`src/rtl/mmrc_pkg.sv`:
```
`timescale 1ns / 1ps
`default_nettype none
package mmrc_pkg;

  localparam int ADDR_W  = 52;
  localparam int END_W   = 53;
  localparam int SUM_W   = 60;
  localparam int TYPE_W  = 8;
  localparam int CNT_W   = 8;
  localparam int SLOT_W  = 7;
  localparam int CFG_IDX_W = 3;

  localparam int MAP_SLOTS = 128;

  localparam int IN_DATA_W  = 2 * ADDR_W + TYPE_W;
  localparam int IN_BYTES_W = ((IN_DATA_W + 7) / 8) * 8;
  localparam int OUT_DATA_W = SLOT_W + 2 * ADDR_W + TYPE_W + SUM_W + END_W + CNT_W;
  localparam int OUT_BYTES_W = ((OUT_DATA_W + 7) / 8) * 8;

  localparam logic [CNT_W-1:0] SLOT_CAP =
    (MAP_SLOTS < 255) ? CNT_W'(MAP_SLOTS) : CNT_W'(255);

  localparam logic [SUM_W-1:0] SUM_MAX = '1;

  localparam logic [CFG_IDX_W-1:0] REG_WINDOW_START   = 3'd0;
  localparam logic [CFG_IDX_W-1:0] REG_WINDOW_END     = 3'd1;
  localparam logic [CFG_IDX_W-1:0] REG_USABLE_CODE    = 3'd2;
  localparam logic [CFG_IDX_W-1:0] REG_RESERVED_CODE  = 3'd3;
  localparam logic [CFG_IDX_W-1:0] REG_ORIGINAL_COUNT = 3'd4;

  localparam logic [TYPE_W-1:0] USABLE_CODE_RST   = 8'd1;
  localparam logic [TYPE_W-1:0] RESERVED_CODE_RST = 8'd2;

endpackage
`default_nettype wire

```
`src/rtl/memory_map_region_clipper_top.sv`:
```
// An entry passes through the input, clip and output registers in that order.
// Throughput: one entry per cycle unless the output stalls; a split entry holds
// the output until both of its results leave through the single output register.
// Reset (rst, synchronous): pipeline empty, map-start set, totals and counters cleared,
// configuration registers back to their defaults.
`timescale 1ns / 1ps
`default_nettype none
module memory_map_region_clipper_top (
  input  wire logic                              clk,
  input  wire logic                              rst,
  input  wire logic                              cfg_valid,
  output      logic                              cfg_ready,
  input  wire logic [mmrc_pkg::CFG_IDX_W-1:0]    cfg_index,
  input  wire logic [mmrc_pkg::ADDR_W-1:0]       cfg_data,
  input  wire logic                              s_axis_tvalid,
  output      logic                              s_axis_tready,
  // region_base, region_length, region_type
  input  wire logic [mmrc_pkg::IN_BYTES_W-1:0]   s_axis_tdata,
  // final_entry
  input  wire logic                              s_axis_tlast,
  output      logic                              m_axis_tvalid,
  input  wire logic                              m_axis_tready,
  // slot_index, out_base, out_length, out_type, usable_total, highest_end, entry_count
  output      logic [mmrc_pkg::OUT_BYTES_W-1:0]  m_axis_tdata,
  // is_added
  output      logic                              m_axis_tuser,
  // last_result
  output      logic                              m_axis_tlast
);
  import mmrc_pkg::*;

  logic [ADDR_W-1:0] window_start;
  logic [ADDR_W-1:0] window_end;
  logic [TYPE_W-1:0] usable_code;
  logic [TYPE_W-1:0] reserved_code;
  logic [CNT_W-1:0]  original_count;

  logic [CNT_W-1:0] item_counter;
  logic [CNT_W-1:0] add_slot;
  logic [SUM_W-1:0] sum_usable;
  logic [END_W-1:0] max_end;
  logic             map_start;

  logic              a_valid;
  logic [ADDR_W-1:0] a_base;
  logic [ADDR_W-1:0] a_len;
  logic [END_W-1:0]  a_end;
  logic [TYPE_W-1:0] a_type;
  logic              a_last;

  logic              b_valid;
  logic              b_cover;
  logic              b_keep_lo;
  logic              b_acct;
  logic [ADDR_W-1:0] b_base;
  logic [ADDR_W-1:0] b_lo;
  logic [ADDR_W-1:0] b_hi;
  logic [ADDR_W-1:0] b_nc_base;
  logic [ADDR_W-1:0] b_nc_len;
  logic [TYPE_W-1:0] b_nc_type;
  logic              b_last;

  logic              o_valid;
  logic              o_phase;
  logic              o_has_add;
  logic              o_last;
  logic [SLOT_W-1:0] o_slot;
  logic [ADDR_W-1:0] o_base;
  logic [ADDR_W-1:0] o_len;
  logic [TYPE_W-1:0] o_type;
  logic [SLOT_W-1:0] o_add_slot;
  logic [ADDR_W-1:0] o_add_base;
  logic [ADDR_W-1:0] o_add_len;
  logic [TYPE_W-1:0] o_add_type;
  logic [SUM_W-1:0]  o_sum;
  logic [END_W-1:0]  o_max;
  logic [CNT_W-1:0]  o_count;

  logic m_hs;
  logic o_free;
  logic b_adv;
  logic a_adv;
  logic s_hs;

  assign cfg_ready = 1'b1;

  always_ff @(posedge clk) begin
    if (rst) begin
      window_start   <= '0;
      window_end     <= '0;
      usable_code    <= USABLE_CODE_RST;
      reserved_code  <= RESERVED_CODE_RST;
      original_count <= '0;
    end else if (cfg_valid) begin
      case (cfg_index)
        REG_WINDOW_START:   window_start   <= cfg_data;
        REG_WINDOW_END:     window_end     <= cfg_data;
        REG_USABLE_CODE:    usable_code    <= cfg_data[TYPE_W-1:0];
        REG_RESERVED_CODE:  reserved_code  <= cfg_data[TYPE_W-1:0];
        REG_ORIGINAL_COUNT: original_count <= cfg_data[CNT_W-1:0];
        default: ;
      endcase
    end
  end

  assign m_hs   = m_axis_tvalid && m_axis_tready;
  assign o_free = !o_valid || (m_hs && (o_phase || !o_has_add));
  assign b_adv  = b_valid && o_free;
  assign a_adv  = a_valid && (!b_valid || b_adv);
  assign s_axis_tready = !a_valid || a_adv;
  assign s_hs   = s_axis_tvalid && s_axis_tready;

  // input register
  always_ff @(posedge clk) begin
    if (rst) begin
      a_valid <= 1'b0;
    end else if (s_hs) begin
      a_valid <= 1'b1;
    end else if (a_adv) begin
      a_valid <= 1'b0;
    end
    if (s_hs) begin
      a_base <= s_axis_tdata[ADDR_W-1:0];
      a_len  <= s_axis_tdata[2*ADDR_W-1:ADDR_W];
      a_type <= s_axis_tdata[2*ADDR_W+TYPE_W-1:2*ADDR_W];
      a_last <= s_axis_tlast;
      a_end  <= {1'b0, s_axis_tdata[ADDR_W-1:0]} + {1'b0, s_axis_tdata[2*ADDR_W-1:ADDR_W]};
    end
  end

  // clip against the window
  logic              c_usable;
  logic              c_cover;
  logic              c_tstart;
  logic              c_tend;
  logic              c_inside;
  logic [ADDR_W-1:0] c_lo;
  logic [END_W-1:0]  c_hi_raw;
  logic [ADDR_W-1:0] c_hi;
  logic [ADDR_W-1:0] c_nc_base;
  logic [ADDR_W-1:0] c_nc_len;
  logic [TYPE_W-1:0] c_nc_type;

  always_comb begin
    c_usable = a_type == usable_code;
    c_cover  = (a_base < window_start) && (a_end > {1'b0, window_end});
    c_tstart = (a_base < window_start) && (a_end > {1'b0, window_start});
    c_tend   = (a_base < window_end) && (a_end > {1'b0, window_end});
    c_inside = (a_base >= window_start) && (a_end <= {1'b0, window_end});
    c_lo     = window_start - a_base;
    c_hi_raw = a_end - {1'b0, window_end};
    c_hi     = c_hi_raw[END_W-1] ? '1 : c_hi_raw[ADDR_W-1:0];
    c_nc_base = a_base;
    c_nc_len  = a_len;
    c_nc_type = a_type;
    if (c_usable && !c_cover) begin
      if (c_tstart) begin
        c_nc_len = c_lo;
      end else if (c_tend) begin
        c_nc_base = window_end;
        c_nc_len  = c_hi;
      end else if (c_inside) begin
        c_nc_type = reserved_code;
      end
    end
  end

  always_ff @(posedge clk) begin
    if (rst) begin
      b_valid <= 1'b0;
    end else if (a_adv) begin
      b_valid <= 1'b1;
    end else if (b_adv) begin
      b_valid <= 1'b0;
    end
    if (a_adv) begin
      b_cover   <= c_usable && c_cover;
      b_keep_lo <= c_lo > c_hi;
      b_acct    <= c_usable && (c_cover || (c_nc_type == usable_code));
      b_base    <= a_base;
      b_lo      <= c_lo;
      b_hi      <= c_hi;
      b_nc_base <= c_nc_base;
      b_nc_len  <= c_nc_len;
      b_nc_type <= c_nc_type;
      b_last    <= a_last;
    end
  end

  // slot choice and running totals
  logic [CNT_W-1:0]  e_cnt;
  logic [CNT_W-1:0]  e_slot;
  logic [SUM_W-1:0]  e_sum;
  logic [END_W-1:0]  e_max;
  logic              added;
  logic [ADDR_W-1:0] p_base;
  logic [ADDR_W-1:0] p_len;
  logic [SUM_W+1:0]  sum_raw;
  logic [SUM_W-1:0]  sum_next;
  logic [END_W-1:0]  end_p;
  logic [END_W-1:0]  end_a;
  logic [END_W-1:0]  max_next;
  logic [CNT_W-1:0]  slot_next;

  always_comb begin
    e_cnt  = map_start ? '0 : item_counter;
    e_slot = map_start ? original_count : add_slot;
    e_sum  = map_start ? '0 : sum_usable;
    e_max  = map_start ? '0 : max_end;
    added  = b_cover && (e_slot < SLOT_CAP);
    p_base = b_nc_base;
    p_len  = b_nc_len;
    if (b_cover) begin
      if (added || b_keep_lo) begin
        p_base = b_base;
        p_len  = b_lo;
      end else begin
        p_base = window_end;
        p_len  = b_hi;
      end
    end
    sum_raw = {2'b00, e_sum}
            + (b_acct ? (SUM_W+2)'(p_len) : '0)
            + (added ? (SUM_W+2)'(b_hi) : '0);
    sum_next = (sum_raw > (SUM_W+2)'(SUM_MAX)) ? SUM_MAX : sum_raw[SUM_W-1:0];
    end_p = {1'b0, p_base} + {1'b0, p_len};
    end_a = {1'b0, window_end} + {1'b0, b_hi};
    max_next = e_max;
    if (b_acct && (end_p > max_next)) begin
      max_next = end_p;
    end
    if (added && (end_a > max_next)) begin
      max_next = end_a;
    end
    slot_next = e_slot + CNT_W'(added);
  end

  always_ff @(posedge clk) begin
    if (rst) begin
      item_counter <= '0;
      add_slot     <= '0;
      sum_usable   <= '0;
      max_end      <= '0;
      map_start    <= 1'b1;
    end else if (b_adv) begin
      item_counter <= e_cnt + CNT_W'(1);
      add_slot     <= slot_next;
      sum_usable   <= sum_next;
      max_end      <= max_next;
      map_start    <= b_last;
    end
  end

  // output register, one or two results per entry
  always_ff @(posedge clk) begin
    if (rst) begin
      o_valid <= 1'b0;
      o_phase <= 1'b0;
    end else if (b_adv) begin
      o_valid <= 1'b1;
      o_phase <= 1'b0;
    end else if (m_hs) begin
      if (!o_phase && o_has_add) begin
        o_phase <= 1'b1;
      end else begin
        o_valid <= 1'b0;
      end
    end
    if (b_adv) begin
      o_has_add  <= added;
      o_last     <= b_last;
      o_slot     <= e_cnt[SLOT_W-1:0];
      o_base     <= p_base;
      o_len      <= p_len;
      o_type     <= b_nc_type;
      o_add_slot <= e_slot[SLOT_W-1:0];
      o_add_base <= window_end;
      o_add_len  <= b_hi;
      o_add_type <= usable_code;
      o_sum      <= sum_next;
      o_max      <= max_next;
      o_count    <= slot_next;
    end
  end

  logic [OUT_DATA_W-1:0] o_data;

  always_comb begin
    if (o_phase) begin
      o_data = {o_count, o_max, o_sum, o_add_type, o_add_len, o_add_base, o_add_slot};
    end else begin
      o_data = {o_count, o_max, o_sum, o_type, o_len, o_base, o_slot};
    end
  end

  assign m_axis_tvalid = o_valid;
  assign m_axis_tdata  = OUT_BYTES_W'(o_data);
  assign m_axis_tuser  = o_phase;
  assign m_axis_tlast  = o_last && (o_phase || !o_has_add);

endmodule
`default_nettype wire

```
`config.mk`:
```
export PLATFORM = sky130hd
export DESIGN_NAME = memory_map_region_clipper_top
export DESIGN_NICKNAME = d
export VERILOG_FILES = /design/src/rtl/mmrc_pkg.sv /design/src/rtl/memory_map_region_clipper_top.sv
export SDC_FILE = /design/constraint.sdc
export NUM_CORES = 2
export LEC_CHECK = 0
export ABC_CLOCK_PERIOD_IN_PS = 30600
export CAP_MARGIN = 15
export CELL_PAD_IN_SITES_DETAIL_PLACEMENT = 0
export CELL_PAD_IN_SITES_GLOBAL_PLACEMENT = 1
export CORE_MARGIN = 8
export CORE_UTILIZATION = 29
export DETAILED_ROUTE_END_ITERATION = 10
export DONT_BUFFER_PORTS = 1
export GPL_ROUTABILITY_DRIVEN = 0
export HOLD_SLACK_MARGIN = 0.03
export PLACE_DENSITY_LB_ADDON = 0.1
export RECOVER_POWER = 100
export SETUP_SLACK_MARGIN = 0.1
export SYNTH_ARGS = -nofsm -noshare
export SYNTH_HDL_FRONTEND = slang
export SYNTH_SLANG_ARGS = --single-unit
```
`constraint.sdc`:
```
create_clock -name clk -period 30.6 [get_ports clk]
set_clock_uncertainty 0.1 [all_clocks]
set_input_delay 3.06 -clock clk [delete_from_list [all_inputs] [get_ports clk]]
set_output_delay 3.06 -clock clk [all_outputs]
set_load 0.02 [all_outputs]
```
# Word level (Yosys, flattened, before mapping)
# Index checks and enable logic that the tools add are counted.
[word_totals]
register_bits = 1061
elab_cells = 142
[op_classes]
addsub = 9
order_cmp = 11
n_eq_ne = 7
n_mux = 32
reduce_logical = 41
[ops]
columns = ["operator", "count"]
rows = [
  ["2-to-1 mux 52 bit", 13],
  ["adder 52 x 52 -> 53 bit", 3],
  ["2-to-1 mux 53 bit", 3],
  ["2-to-1 mux 60 bit", 2],
  ["2-to-1 mux 119 bit", 1],
  ["> comparator 53 x 52 -> 1 bit", 2],
  ["> comparator 53 bit", 2],
  ["less-than comparator 52 bit", 2],
  ["adder 61 x 52 -> 62 bit", 1],
  ["> comparator 62 x 60 -> 1 bit (second input constant)", 1],
  ["adder 60 x 52 -> 61 bit", 1],
  ["<= comparator 53 x 52 -> 1 bit", 1],
  ["subtractor 53 x 52 -> 53 bit", 1],
  ["greater-or-equal comparator 52 bit", 1],
  ["> comparator 52 bit", 1],
  ["subtractor 52 bit", 1],
  ["2-to-1 mux 8 bit", 6],
  ["logical AND 1 bit", 17],
  ["== test 8 bit", 2],
  ["AND reduction 2 bit", 7],
  ["adder 8 x 1 -> 8 bit", 1],
  ["adder 8 x 1 -> 8 bit (second input constant)", 1],
  ["less-than comparator 8 bit (second input constant)", 1],
  ["2-to-1 mux 1 bit", 7],
  ["9 further kinds", 22],
]

# Longest topological paths before layout
[depth]
ltp_word = 13
ltp_mapped = 50
depth_no_buf = 42

# Least setup slack after synthesis
# Ideal clock, no wire load.
[synth_path]
path_type = "input port to flip-flop"
startpoint = "in m_axis_tready"
endpoint = "reg b_acct (enable)"
setup_ns = 1.318
arrival_ns = 22.820
path_slack_ns = 6.361
cell_stages = 2
path_cell_list = "a21boi_0 > a21boi_0"
[synth_between]
elab_chain_len = 6
[synth_lines]
columns = ["element", "line", "rtl"]
rows = [
  ["start, declared", "memory_map_region_clipper_top.sv:22", "input wire logic m_axis_tready,"],
  ["logical AND 1 bit", "memory_map_region_clipper_top.sv:106", "assign m_hs = m_axis_tvalid && m_axis_tready;"],
  ["logical AND 1 bit", "memory_map_region_clipper_top.sv:107", "assign o_free = !o_valid || (m_hs && (o_phase || !o_has_add));"],
  ["logical OR 1 bit", "memory_map_region_clipper_top.sv:107", ""],
  ["logical AND 1 bit", "memory_map_region_clipper_top.sv:108", "assign b_adv = b_valid && o_free;"],
  ["logical OR 1 bit", "memory_map_region_clipper_top.sv:109", "assign a_adv = a_valid && (!b_valid || b_adv);"],
  ["logical AND 1 bit", "memory_map_region_clipper_top.sv:109", ""],
  ["named net a_adv", "memory_map_region_clipper_top.sv:82", "logic a_adv;"],
  ["end signal, assigned", "memory_map_region_clipper_top.sv:179", "b_acct <= c_usable && (c_cover || (c_nc_type == usable_code));"],
  ["end, declared", "memory_map_region_clipper_top.sv:54", "logic b_acct;"],
]
# The timed path passes the listed nets, and every way through them passes these cells.
# A chain may end at the register's enable or synchronous reset.

# Final worst setup path
[layout_path]
startpoint = "reg map_start"
endpoint = "reg max_end[50]"
[layout_between]
elab_chain_len = 13
[layout_lines]
columns = ["element", "line", "rtl"]
rows = [
  ["start, declared", "memory_map_region_clipper_top.sv:42", "logic map_start;"],
  ["start signal, assigned", "memory_map_region_clipper_top.sv:250", "map_start <= b_last;"],
  ["2-to-1 mux 8 bit (*)", "memory_map_region_clipper_top.sv:207", "e_slot = map_start ? original_count : add_slot;"],
  ["less-than comparator 8 bit (*)", "memory_map_region_clipper_top.sv:210", "added = b_cover && (e_slot < SLOT_CAP);"],
  ["logical AND 1 bit (*)", "memory_map_region_clipper_top.sv:210", ""],
  ["logical OR 1 bit (*)", "memory_map_region_clipper_top.sv:214", "if (added || b_keep_lo) begin"],
  ["2-to-1 mux 52 bit (*)", "memory_map_region_clipper_top.sv:214", ""],
  ["2-to-1 mux 52 bit (*)", "memory_map_region_clipper_top.sv:213", "if (b_cover) begin"],
  ["named net p_len[0]", "memory_map_region_clipper_top.sv:197", "logic [ADDR_W-1:0] p_len;"],
  ["adder 52 x 52 -> 53 bit (*)", "memory_map_region_clipper_top.sv:226", "end_p = {1'b0, p_base} + {1'b0, p_len};"],
  ["> comparator 53 bit", "memory_map_region_clipper_top.sv:229", "if (b_acct && (end_p > max_next)) begin"],
  ["logical AND 1 bit", "memory_map_region_clipper_top.sv:229", ""],
  ["2-to-1 mux 53 bit (*)", "memory_map_region_clipper_top.sv:229", ""],
  ["> comparator 53 bit", "memory_map_region_clipper_top.sv:232", "if (added && (end_a > max_next)) begin"],
  ["logical AND 1 bit", "memory_map_region_clipper_top.sv:232", ""],
  ["2-to-1 mux 53 bit (*)", "memory_map_region_clipper_top.sv:232", ""],
  ["end signal, assigned", "memory_map_region_clipper_top.sv:249", "max_end <= max_next;"],
  ["end, declared", "memory_map_region_clipper_top.sv:41", "logic [END_W-1:0] max_end;"],
]
# Mark *: on every way through the listed nets, which the timed path passes. The rest lies on a longest branch.

==> impl_metrics.json <==
{
  "status": "complete, but fails checks",
  "violations": "capacitance limit, slew limit",
  "clock_sinks": 1060,
  "cts_resized": 0,
  "synth_top_family_by_area": "compound AO/OA/AOI/OAI gates",
  "io_buffers": 0,
  "drtIter0Drc": 3955,
  "drv_cap": 29,
  "ant_nets": 0,
  "cellLeakagePower_nw": 28.2,
  "netlist-cell-type-count": 98,
  "required_ns": 31.22,
  "hp-start": "b_nc_type[2]",
  "fillers": 23100,
  "crit_path_end_kind": "flip-flop",
  "die-area_um2": 241000,
  "synthFlopType": "edfxtp_1",
  "synthSimpleGateAreaFrac_pct": 12.9,
  "synth_warnings": 0,
  "cts_buffers": 135,
  "vias": 48700,
  "synthMuxAreaShare_pct": 4.46,
  "wire_per_inst_um": 26.8,
  "synth_edf_count": 799,
  "crit_arrival_ns": 20.35,
  "syn2layout_area_growth_pct": 11.6,
  "placementRows": 174,
  "yosysTopAreaCellShare_pct": 36.7,
  "synth_seq_area_share_pct": 44.7,
  "hold_viol": 0,
  "syn_inst": 6530,
  "start_util_pct": 29.1,
  "yosys-top-cells-area": "edfxtp_1, ha_1, dfxtp_1",
  "synth_area_um2": 65400,
  "wl_um": 256000,
  "max_stage_delay_ns": 2.32,
  "drv_slew": 1702,
  "grt_pass1_vias": 47500,
  "final_util_pct": 32.5,
  "slew_headroom_pct": -581,
  "avgViaCountPerCell": 5.08,
  "cts_buffer_depth": 3,
  "grt_setup_unrepaired": "no",
  "cts_tree": "done",
  "post-cts-setup-buffers": 0,
  "cts-root-buf": "clkbuf_16",
  "htreeDepth": 4,
  "yosysTopAreaCell": "edfxtp_1",
  "clk_pin_slew_worst_paths_ns": 0.07,
  "io_pins": 418,
  "synth_compound_area_share_pct": 16.8,
  "insertion_delay_ns": 0.81,
  "cts_hold_buf": 0,
  "cp_slowest_cell": "clkbuf_1",
  "finalSetupViolations": 0,
  "synth_seq_cells": 1060,
  "finalNetCount": 7274,
  "grt_pass1_wl_um": 359000,
  "design.core.area_um2": 224000,
  "syn-num-nets": 7335,
  "antenna_found_initial": 11,
  "crit_path_start_kind": "flip-flop",
  "firstDrtPassIters": 7,
  "yosys.area_share.xor_xnor_pct": 4.20,
  "synth-adder-area-share_pct": 12.8,
  "critPathLaunch": "map_start",
  "worst-slew-pin-transition_ns": 10.21,
  "fmax_ghz": 0.0507,
  "fin_crit_ns": 19.74,
  "setup_tns_ns": 0,
  "worst-setup-path-type": "flip-flop to flip-flop",
  "hold_class": "flip-flop to flip-flop",
  "power_density_nw_per_um2": 61.0,
  "critical_path_peak_fanout": 104,
  "final_layout_size_suffix_gt1_share_pct": 4.24,
  "synthArstFlopShare_pct": 0,
  "grt_use_total_pct": 20.4,
  "fin_crit_sh_pct": 64.5,
  "drcViolationCount": 0,
  "reg2reg_from": "map_start",
  "chipHeight_um": 491,
  "avgSynthCellArea_um2": 10.0,
  "grt_max_degree": 223,
  "dp_hpwl_um": 205000,
  "overflow": 0,
  "ir_worst_vdd_mv": 0.0499,
  "die_w_um": 491
}
## through the flow
step                setup WS (ns)  hold WS [ns]  power [mW]  std cells  cell area [um^2]
floorplan                    6.36         0.300        2.48       6530             65400
global placement            17.42         0.300        2.82       9324             68700
detailed placement          17.37         0.306        2.82       9324             68700
CTS                         17.32         0.320        4.50       9573             73300
global route                 9.20         0.324        4.67       9574             72900
finish                      10.86         0.317        4.45       9577             72900
## routing by layer
metal  vias to the layer above  track usage [%]  share of wire [%]
met4                         0             4.30                2.2
li1                      23600                -                  -
met1                     23600             31.1                 51
met3                       220             4.01                5.7
met5                         -                0                  0
met2                      1225             29.5                 41
## power breakdown
part	internal, mW	switching, mW
clock network	0.976	0.678
registers	1.67	0.101
logic	0.367	0.654
## cells in the mapped netlist (all sizes together) (140+ instances only)
cell    count
edfxtp    799
nand2     741
a21oi     665
ha        574
nor2      443
inv       431
dfxtp     261
o21ai     256
a21o      232
clkbuf    200
xnor2     191
nand2b    147
mux2i     140
## area by class of cell
cell class	instances	area [um^2]	share of cell area (%)
inverters	431	1620	2.22
flip-flops and latches	1060	29200	40.1
multi-input cells	4774	33400	45.8
repair buffers	67	344	0.472
diodes	4	10.0	0.0137
well taps	2992	3740	5.13
clock inverters	64	759	1.04
clock buffers	185	3820	5.24
## layout by cell type, fill, tap and decap left out, types with 191 or more instances in the layout
cell type  instances
edfxtp_1         799
nand2_1          740
a21oi_1          662
ha_1             574
nor2_1           439
inv_1            430
dfxtp_1          261
o21ai_0          250
a21o_1           232
xnor2_1          191
## critical path, delay by kind of cell, from the launching register on
| kind | cells | cell delay, ns |
|---|---|---|
| mux | 3 | 1.16 |
| buf+inv | 4 | 5.67 |
| fa+ha+maj | 4 | 1.61 |
| compound gates | 16 | 6.64 |
| simple gates | 11 | 2.38 |
| flops | 1 | 1.70 |
## cells by family after synthesis
kind of cell	count (synthesis)
AOI/OAI and AO/OA	1718
xor gates and xnor gates	312
adders and majority gates	633
buffers and inverters	696
DFF	1060
muxes	274
other	1
and+or+nand+nor	1836
## final timing paths
check	endpoint	slack [ns]	depth (start not counted)
setup / recovery	max_end[50]	10.86	38
setup reg to reg	max_end[50]	10.86	38
hold reg to reg	o_type[2]	0.32	0
hold / removal	o_type[2]	0.32	0
## state kept, by name, indices dropped and copies added (netlist names), 52 cells and up
name	cells
max_end	53
o_max	53
o_add_base	52
window_start	52
a_len	52
o_len	52
window_end	52
a_end	53
b_base	52
o_sum	60
sum_usable	60
b_lo	52
b_nc_len	52
b_hi	52
o_base	52
o_add_len	52
b_nc_base	52
a_base	52
Power figures use the tool's default switching activity.
